**src/rtl/scancode_and_mouse_packet_decoder_macros.svh**
```systemverilog
// Assertion macros shared by the scancode and mouse packet decoder.
`ifndef SCANCODE_AND_MOUSE_PACKET_DECODER_MACROS_SVH
`define SCANCODE_AND_MOUSE_PACKET_DECODER_MACROS_SVH

// Same-cycle implication, disabled while reset is high.
`define SMPD_ASSERT_NOW(name, clk, rst, ante, cons, msg) \
   name: assert property (@(posedge clk) disable iff (rst) (ante) |-> (cons)) else $error(msg);

// Next-cycle implication, disabled while reset is high.
`define SMPD_ASSERT_NEXT(name, clk, rst, ante, cons, msg) \
   name: assert property (@(posedge clk) disable iff (rst) (ante) |=> (cons)) else $error(msg);

`endif

```
**src/rtl/smpd_pkg.sv**
```systemverilog
// Constants, types and key tables of the scancode and mouse packet decoder.
package smpd_pkg;

   localparam logic [7:0]  HEADER_BYTE = 8'hF8;
   localparam logic [6:0]  KEY_LSHIFT  = 7'h2A;
   localparam logic [6:0]  KEY_RSHIFT  = 7'h36;
   localparam logic [6:0]  KEY_CAPS    = 7'h3A;
   localparam logic [6:0]  LAST_CODE   = 7'h3A;
   localparam logic [12:0] POS_LIMIT   = 13'd4096;

   localparam int          LIMIT_W      = 13;
   localparam int          POS_W        = 12;
   localparam logic [12:0] WIDTH_RESET  = 13'd640;
   localparam logic [12:0] HEIGHT_RESET = 13'd400;

   // Register index, taken from bit 2 of the byte address.
   localparam logic REG_SCREEN_WIDTH  = 1'b0;
   localparam logic REG_SCREEN_HEIGHT = 1'b1;

   typedef struct packed {
      logic shift;
      logic caps;
   } key_flags_type;

   typedef struct packed {
      logic          valid;
      logic [7:0]    char_code;
      key_flags_type flags;
   } key_event_type;

   // Unshifted table; entries past the last code are padding and never emitted.
   localparam logic [7:0] MAP_PLAIN [0:63] = '{
      8'h80, 8'h1B, 8'h31, 8'h32, 8'h33, 8'h34, 8'h35, 8'h36,
      8'h37, 8'h38, 8'h39, 8'h30, 8'h2D, 8'h3D, 8'h08, 8'h09,
      8'h71, 8'h77, 8'h65, 8'h72, 8'h74, 8'h79, 8'h75, 8'h69,
      8'h6F, 8'h70, 8'h5B, 8'h5D, 8'h0A, 8'h81, 8'h61, 8'h73,
      8'h64, 8'h66, 8'h67, 8'h68, 8'h6A, 8'h6B, 8'h6C, 8'h3B,
      8'h27, 8'h60, 8'h82, 8'h5C, 8'h7A, 8'h78, 8'h63, 8'h76,
      8'h62, 8'h6E, 8'h6D, 8'h2C, 8'h2E, 8'h2F, 8'h83, 8'h80,
      8'h84, 8'h20, 8'h85, 8'h00, 8'h00, 8'h00, 8'h00, 8'h00
   };

   localparam logic [7:0] MAP_SHIFT [0:63] = '{
      8'h80, 8'h1B, 8'h21, 8'h40, 8'h23, 8'h24, 8'h25, 8'h5E,
      8'h26, 8'h2A, 8'h28, 8'h29, 8'h5F, 8'h2B, 8'h08, 8'h09,
      8'h51, 8'h57, 8'h45, 8'h52, 8'h54, 8'h59, 8'h55, 8'h49,
      8'h4F, 8'h50, 8'h7B, 8'h7D, 8'h0A, 8'h81, 8'h41, 8'h53,
      8'h44, 8'h46, 8'h47, 8'h48, 8'h4A, 8'h4B, 8'h4C, 8'h3A,
      8'h22, 8'h60, 8'h82, 8'h5C, 8'h5A, 8'h58, 8'h43, 8'h56,
      8'h42, 8'h4E, 8'h4D, 8'h3C, 8'h3E, 8'h3F, 8'h83, 8'h80,
      8'h84, 8'h20, 8'h85, 8'h00, 8'h00, 8'h00, 8'h00, 8'h00
   };

endpackage

```
**src/rtl/smpd_key_decode.sv**
```systemverilog
// Key event decode: modifier flag update and character table lookup.
module smpd_key_decode
   import smpd_pkg::*;
(
   input  logic [7:0]    scan_byte,
   input  key_flags_type flags_cur,
   output key_event_type key_event
);

   logic [6:0]    code;
   logic          is_shift_key;
   logic [7:0]    plain_char;
   logic [7:0]    shift_char;
   logic          is_letter;
   key_flags_type flags_new;

   assign code         = scan_byte[6:0];
   assign is_shift_key = (code == KEY_LSHIFT) || (code == KEY_RSHIFT);
   assign plain_char   = MAP_PLAIN[code[5:0]];
   assign shift_char   = MAP_SHIFT[code[5:0]];
   assign is_letter    = (plain_char >= 8'h61) && (plain_char <= 8'h7A);

   always_comb begin
      flags_new           = flags_cur;
      key_event.valid     = 1'b0;
      key_event.char_code = 8'h00;
      if (scan_byte[7]) begin
         if (is_shift_key) begin
            flags_new.shift = 1'b0;
         end
      end else if (code <= LAST_CODE) begin
         if (is_shift_key) begin
            flags_new.shift = 1'b1;
         end else if (code == KEY_CAPS) begin
            flags_new.caps = ~flags_cur.caps;
         end
         key_event.valid = 1'b1;
         // Caps alone raises letters only; shift alone uses the full shifted table.
         if (flags_new.caps && !flags_new.shift) begin
            key_event.char_code = is_letter ? shift_char : plain_char;
         end else if (flags_new.shift && !flags_new.caps) begin
            key_event.char_code = shift_char;
         end else begin
            key_event.char_code = plain_char;
         end
      end
      key_event.flags = flags_new;
   end

endmodule

```
**src/rtl/smpd_axis_move.sv**
```systemverilog
// One cursor axis: applies a signed move if the result lies strictly between zero and the screen limit.
module smpd_axis_move
   import smpd_pkg::*;
(
   input  logic [POS_W-1:0]   pos_cur,
   input  logic [7:0]         delta,
   input  logic [LIMIT_W-1:0] limit,
   output logic [POS_W-1:0]   pos_new
);

   logic signed [POS_W+1:0] sum;
   logic [LIMIT_W-1:0]      lim_clamped;

   assign lim_clamped = (limit > POS_LIMIT) ? POS_LIMIT : limit;
   assign sum = $signed({2'b00, pos_cur}) + (POS_W+2)'($signed(delta));

   always_comb begin
      if ((sum > 0) && (sum < $signed({1'b0, lim_clamped}))) begin
         pos_new = sum[POS_W-1:0];
      end else begin
         pos_new = pos_cur;
      end
   end

endmodule

```
**src/rtl/scancode_and_mouse_packet_decoder.sv**
```systemverilog
// Scancode and mouse packet decoder, top level.
//
// Request channel: one keyboard controller byte per request (req_valid,
// req_stall, req_scan_byte). Result channel: one result per request with the
// key character, cursor position and modifier flags (rsp_valid, rsp_stall).
// A byte 0xF8 while idle opens a mouse packet; the next two non-header bytes move x and y.
// Other idle bytes are key events.
// The result of an accepted request is registered and shows in the cycle after
// it is taken. Throughput is one request per cycle unless the receiver stalls;
// decode, table lookup and cursor add all sit before the result register.
// When the receiver stalls, the result register holds and req_stall rises only
// while that register is full and stalled, so a request is taken in the same
// cycle the previous result leaves.
// Synchronous reset clears the packet stage, modifier flags, cursor and result
// valid, and sets the screen limits to 640 by 400. The limit registers are
// written at csr_ addresses 0 and 4; user writes only while idle, not enforced.
`include "scancode_and_mouse_packet_decoder_macros.svh"
module scancode_and_mouse_packet_decoder
   import smpd_pkg::*;
(
   input  logic               clock,
   input  logic               reset,
   input  logic               req_valid,
   output logic               req_stall,
   input  logic [7:0]         req_scan_byte,
   output logic               rsp_valid,
   input  logic               rsp_stall,
   output logic               rsp_key_valid,
   output logic [7:0]         rsp_key_char,
   output logic [POS_W-1:0]   rsp_cursor_x,
   output logic [POS_W-1:0]   rsp_cursor_y,
   output logic               rsp_shift_active,
   output logic               rsp_caps_active,
   input  logic               csr_psel,
   input  logic               csr_penable,
   input  logic               csr_pwrite,
   input  logic [2:0]         csr_paddr,
   input  logic [31:0]        csr_pwdata,
   output logic [31:0]        csr_prdata,
   output logic               csr_pready
);

   typedef enum logic [1:0] {
      ST_IDLE,
      ST_DX,
      ST_DY
   } stage_type;

   stage_type          stage_ff, stage_in;
   key_flags_type      flags_ff, flags_in;
   logic [POS_W-1:0]   pos_x_ff, pos_x_in;
   logic [POS_W-1:0]   pos_y_ff, pos_y_in;
   logic [LIMIT_W-1:0] width_ff, height_ff;
   logic               rsp_valid_ff;
   logic               rsp_key_valid_ff, rsp_key_valid_in;
   logic [7:0]         rsp_key_char_ff, rsp_key_char_in;

   logic               req_take;
   logic               csr_write;
   logic               is_header;
   key_event_type      key_event;
   logic [POS_W-1:0]   pos_x_moved, pos_y_moved;

   assign req_stall  = rsp_valid_ff && rsp_stall;
   assign req_take   = req_valid && !req_stall;
   assign csr_pready = 1'b1;
   assign csr_write  = csr_psel && csr_penable && csr_pwrite && csr_pready;
   assign is_header  = (req_scan_byte == HEADER_BYTE);

   smpd_key_decode u_key (
      .scan_byte (req_scan_byte),
      .flags_cur (flags_ff),
      .key_event (key_event)
   );

   smpd_axis_move u_move_x (
      .pos_cur (pos_x_ff),
      .delta   (req_scan_byte),
      .limit   (width_ff),
      .pos_new (pos_x_moved)
   );

   smpd_axis_move u_move_y (
      .pos_cur (pos_y_ff),
      .delta   (req_scan_byte),
      .limit   (height_ff),
      .pos_new (pos_y_moved)
   );

   always_comb begin
      stage_in         = stage_ff;
      flags_in         = flags_ff;
      pos_x_in         = pos_x_ff;
      pos_y_in         = pos_y_ff;
      rsp_key_valid_in = 1'b0;
      rsp_key_char_in  = 8'h00;
      unique case (stage_ff)
         ST_DX: begin
            if (!is_header) begin
               pos_x_in = pos_x_moved;
               stage_in = ST_DY;
            end
         end
         ST_DY: begin
            if (!is_header) begin
               pos_y_in = pos_y_moved;
               stage_in = ST_IDLE;
            end
         end
         default: begin
            if (is_header) begin
               stage_in = ST_DX;
            end else begin
               stage_in         = ST_IDLE;
               flags_in         = key_event.flags;
               rsp_key_valid_in = key_event.valid;
               rsp_key_char_in  = key_event.char_code;
            end
         end
      endcase
   end

   always_ff @(posedge clock) begin
      if (reset) begin
         stage_ff         <= ST_IDLE;
         flags_ff         <= '0;
         pos_x_ff         <= '0;
         pos_y_ff         <= '0;
         width_ff         <= WIDTH_RESET;
         height_ff        <= HEIGHT_RESET;
         rsp_valid_ff     <= 1'b0;
         rsp_key_valid_ff <= 1'b0;
         rsp_key_char_ff  <= 8'h00;
      end else begin
         if (csr_write) begin
            if (csr_paddr[2] == REG_SCREEN_WIDTH) begin
               width_ff <= csr_pwdata[LIMIT_W-1:0];
            end else begin
               height_ff <= csr_pwdata[LIMIT_W-1:0];
            end
         end
         if (req_take) begin
            stage_ff         <= stage_in;
            flags_ff         <= flags_in;
            pos_x_ff         <= pos_x_in;
            pos_y_ff         <= pos_y_in;
            rsp_valid_ff     <= 1'b1;
            rsp_key_valid_ff <= rsp_key_valid_in;
            rsp_key_char_ff  <= rsp_key_char_in;
         end else if (!rsp_stall) begin
            rsp_valid_ff <= 1'b0;
         end
      end
   end

   always_comb begin
      if (csr_paddr[2] == REG_SCREEN_HEIGHT) begin
         csr_prdata = {{(32-LIMIT_W){1'b0}}, height_ff};
      end else begin
         csr_prdata = {{(32-LIMIT_W){1'b0}}, width_ff};
      end
   end

   // The flag and cursor registers only change with a request, so they double
   // as the result payload.
   assign rsp_valid        = rsp_valid_ff;
   assign rsp_key_valid    = rsp_key_valid_ff;
   assign rsp_key_char     = rsp_key_char_ff;
   assign rsp_cursor_x     = pos_x_ff;
   assign rsp_cursor_y     = pos_y_ff;
   assign rsp_shift_active = flags_ff.shift;
   assign rsp_caps_active  = flags_ff.caps;

   `SMPD_ASSERT_NOW(a_char_zero_without_key, clock, reset, rsp_valid_ff && !rsp_key_valid_ff, rsp_key_char_ff == 8'h00, "key_char nonzero without key_valid")
   `SMPD_ASSERT_NEXT(a_header_opens_packet, clock, reset, req_take && stage_ff == ST_IDLE && is_header, stage_ff == ST_DX && !rsp_key_valid_ff, "idle header did not open a packet")
   `SMPD_ASSERT_NEXT(a_packet_byte_no_key, clock, reset, req_take && stage_ff != ST_IDLE, !rsp_key_valid_ff && $stable(flags_ff), "packet byte treated as a key")
   `SMPD_ASSERT_NEXT(a_dx_keeps_y, clock, reset, req_take && stage_ff == ST_DX, pos_y_ff == $past(pos_y_ff), "dx byte changed cursor y")

endmodule
```
**config.mk**
```make
export PLATFORM = sky130hd
export DESIGN_NAME = scancode_and_mouse_packet_decoder
export DESIGN_NICKNAME = d
export VERILOG_FILES = /design/src/rtl/smpd_pkg.sv /design/src/rtl/smpd_key_decode.sv /design/src/rtl/smpd_axis_move.sv /design/src/rtl/scancode_and_mouse_packet_decoder.sv
export VERILOG_INCLUDE_DIRS = /design/src /design/src/rtl
export SDC_FILE = /design/constraint.sdc
export NUM_CORES = 1
export LEC_CHECK = 0
export ABC_AREA = 1
export BUFFER_PORTS_ARGS = -buffer_cell sky130_fd_sc_hd__buf_2
export CORE_UTILIZATION = 52
export DETAILED_ROUTE_END_ITERATION = 10
export PLACE_DENSITY = 0.82
export SETUP_SLACK_MARGIN = 0.02
export SKIP_CTS_REPAIR_TIMING = 1
export SLEW_MARGIN = 15
export SYNTH_ARGS = -nofsm -noshare
export SYNTH_HDL_FRONTEND = slang
export SYNTH_SLANG_ARGS = --single-unit
```
**constraint.sdc**
```tcl
create_clock -name clock -period 3.2 [get_ports clock]
set_input_delay 0.64 -clock clock [delete_from_list [all_inputs] [get_ports clock]]
set_output_delay 0.64 -clock clock [all_outputs]
set_load 0.02 [all_outputs]
```
==> out/summary.txt <==
Global-route wire length before repair - 31.5 mm
Sequential Power Share - 30.9%
GRT Overall Usage - 31.3%
Min-delay worst type - reg -> reg
Row cnt - 39
Ant diodes - 0
Seq. cell area - 0.00128 mm^2
Count of unique library cells instantiated by Yosys - 50
Clock power share - 42.6%
Slew Limit Headroom - 36.7%
Post-Synth XOR/XNOR Area - 2.36%
Number of synthesized register bits - 64
CP Capture Type - register
Critical Path AT - 3.44 ns
Most frequent cells in the layout - 255 x nand2_1, 120 x inv_1, 114 x nor2_1
CTS tree - built
Clock H-tree levels - 3
Synth top area share - 20.5%
Leak Pwr - 4.25 nW
Fmax achieved - 311 MHz
CP dominant cell by count - nand2_1
Synth Area in Adders - 13.5%
Post-synth ARST share - 0%
Routability Congestion - 0.979
Core Util, Final - 72.3%
Startpoint Class - register
Endpoints failing setup - 1
Total CTS buffers - 9
Pint - 1.87 mW
Switching share of power - 30.8%
Worst-path fanout max - 11
Die Area - 0.0125 mm^2
Switch Pwr - 830 uW
Largest stage delay, worst path - 0.38 ns
DRC Markers - 5
CTS sink count - 64
Initial drt markers - 626
# Max-Cap Violations - 0
Vias in the first global route - 6690
Critical path cell sequence - ha_4 > inv_1 > fa_2 > nand3b_1 > nand2_1 > buf_4 > nand2_1 > nand2_2 > xnor2_2 > inv_1 > ha_4 > nand3_2 > nor2_1 > nand2_1 > nand2_1 > nand2_1 > nand2_2 > nand2_4 > clkbuf_16 > a21oi_1 > nor2_1
Post-synthesis simple-gate area fraction - 34.4%
Core footprint - 0.0116 mm^2
Area of the multi-input gates - 0.00471 mm^2
Worst Slack Setup Final - -0.0106 ns
Top FF cell, synth - dfxtp_1
Die Wd - 112 um
Largest delay share family, worst path - simple AND/OR/NAND/NOR gates
Die height - 112 um
Filler cells - 869
Combinational Power Share - 26.5%
DRT Pass-1 Iters - 8
RSZ-0062 raised after global routing - yes
Port buffer count - 78
Critical Path RT - 3.43 ns
Final nets - 1304
Total grt overflow - 0
Start point of the critical path - rsp_cursor_x[0]
Compound-gate portion of the synthesized area - 16.9%
Number of enable flip-flop cells after synthesis - 0
Setup_tns - -0.0106 ns
Failing checks - DRC, setup timing
DR vias - 7630
Clk_lat worst skew - 0.35 ns
Critical path class - reg -> reg
I/O Pins - 120
Leading area contributor after synthesis - dfxtp_1
Initial antenna violation count - 0
WL/cell - 16.2 um
HPWL Detailed - 14.8 mm
Cell chosen for the clock root - clkbuf_16
Top cells by area, synth - dfxtp_1 21%, nand2_1 16%, ha_1 13%, inv_1 7.4%, nor2_1 7.0%
Slowest CP cell - dfxtp_2
Fin crit period - 3.21 ns
Post-DP Area - 0.00741 mm^2
DRT Wirelength - 21.6 mm
Post-layout instance area - 0.00836 mm^2
Commonest non-fill, non-tap cell in the layout - nand2_1
Worst Skew - 0.00524 ns
Syn. warnings - 0
Worst Hold Launch - rsp_key_char[3]
Fin. Hold Viols - 0
Clock-pin slew on the worst setup and hold paths - 0.06 ns
Share of cells above drive strength 1 - 25.7%
Tcrit/Tclk final - 100%
Main combinational cell family by area after synthesis - simple AND/OR/NAND/NOR gates
Avg Cell Area, Syn - 6.19 um^2
Maximum clock insertion buffer count - 2
Vias/cell - 5.72
Buffers and inverters on the worst path - 4
Layout area overhead - 33.8%
Sequential fraction of the synthesis area - 20.5%
Initial Utilization - 54.0%
RR Startpoint - rsp_cursor_x[0]
Detail Route Antenna Nets - 0
Synthesized area - 0.00625 mm^2
Post-synthesis mux area share - 0%
Maximum VDD drop - 0.315 mV
Worst-Margin Slew - 0.946 ns
Status - finished with violations
Final Max Tran Viols - 0
Pwr/cell area - 323 mW/mm^2
Synth Instances - 1010
Largest net degree at the start of global routing - 26
registers in the layout (all words and copies together) (netlist names):
| name | flops |
|---|---|
| rsp_shift_active | 1 |
| rsp_cursor_x | 12 |
| height_ff | 13 |
| stage_ff | 2 |
| width_ff | 13 |
| rsp_valid | 1 |
| rsp_key_valid | 1 |
| rsp_key_char | 8 |
| rsp_caps_active | 1 |
| rsp_cursor_y | 12 |
layer usage:
layer | track usage (%) | share of wire, % | vias to the layer above
met4 | 16.6 | 5.6 | 0
met5 | 0 | 0 | -
met1 | 39.4 | 41 | 3438
met2 | 51.7 | 46 | 460
li1 | - | - | 3630
met3 | 4.57 | 7.9 | 102
stage by stage:
step           hold slack (ns)  power (mW)  cells  setup WS [ns]
3_5_place_dp             0.453        1.47   1305         -0.364
6_report                 0.459        2.70   1335        -0.0106
2_1_floorplan            0.452        1.25   1028         0.0454
3_3_place_gp             0.449        1.46   1305         -0.256
4_1_cts                  0.462        2.61   1320       -0.00970
5_1_grt                  0.491        2.82   1335         -0.145
synthesized netlist by cell type (2+ instances only):
| cell | number |
|---|---|
| a21oi_2 | 9 |
| a21oi_1 | 70 |
| a31oi_1 | 6 |
| fa_1 | 2 |
| nor3_1 | 9 |
| or2_2 | 3 |
| buf_2 | 10 |
| nand2_1 | 267 |
| nand3_2 | 2 |
| nor2_1 | 116 |
| buf_4 | 22 |
| nand3_1 | 58 |
| o21ai_1 | 4 |
| ha_1 | 64 |
| xnor2_1 | 4 |
| o21a_1 | 4 |
| conb_1 | 2 |
| o21ai_0 | 66 |
| nand2_2 | 9 |
| o211ai_1 | 7 |
| xor2_1 | 11 |
| a221oi_1 | 3 |
| nand3b_1 | 7 |
| a21boi_0 | 2 |
| nand4_1 | 24 |
| inv_1 | 124 |
| o22ai_1 | 3 |
| a21o_1 | 2 |
| inv_2 | 2 |
| clkbuf_1 | 14 |
| dfxtp_1 | 64 |
| o21bai_1 | 2 |
kinds of logic (layout without fill, tap and decap cells):
family	Yosys count	in the layout
xor+xnor	16	16
buf+inv	174	337
flops	64	64
fa+ha+maj	66	66
simple gates	502	503
compound gates	186	186
other cells	2	20
worst register-to-register path: cells and delay by family, from the launching register on:
kind	cells	cell delay, ns
simple gates	12	1.11
compound gates	1	0.20
buf+inv	4	0.47
fa+ha+maj	3	0.79
xor+xnor	1	0.15
flops	1	0.38
power by group through the flow:
stage               clock network, mW  registers [mW]  logic [mW]
floorplan                           0           0.852       0.399
global placement                    0           0.849       0.612
detailed placement                  0           0.849       0.621
CTS                              1.15           0.833       0.625
global route                     1.20           0.835       0.782
finish                           1.15           0.834       0.717
area by class of cell:
class | count | share of cell area, %
flip-flops and latches | 64 | 15.3
repair buffers | 196 | 16.5
inverters | 126 | 5.66
well taps | 143 | 2.14
multi-input cells | 791 | 56.4
clock inverters | 3 | 1.08
clock buffers | 12 | 2.95
worst paths after layout:
kind         slack [ns]              end  depth (start not counted)
max               -0.01  rsp_cursor_x[9]                         21
max reg2reg       -0.01  rsp_cursor_x[9]                         21
min                0.46  rsp_key_char[3]                          2
min reg2reg        0.46  rsp_key_char[3]                          2
Power figures use the tool's default switching activity.
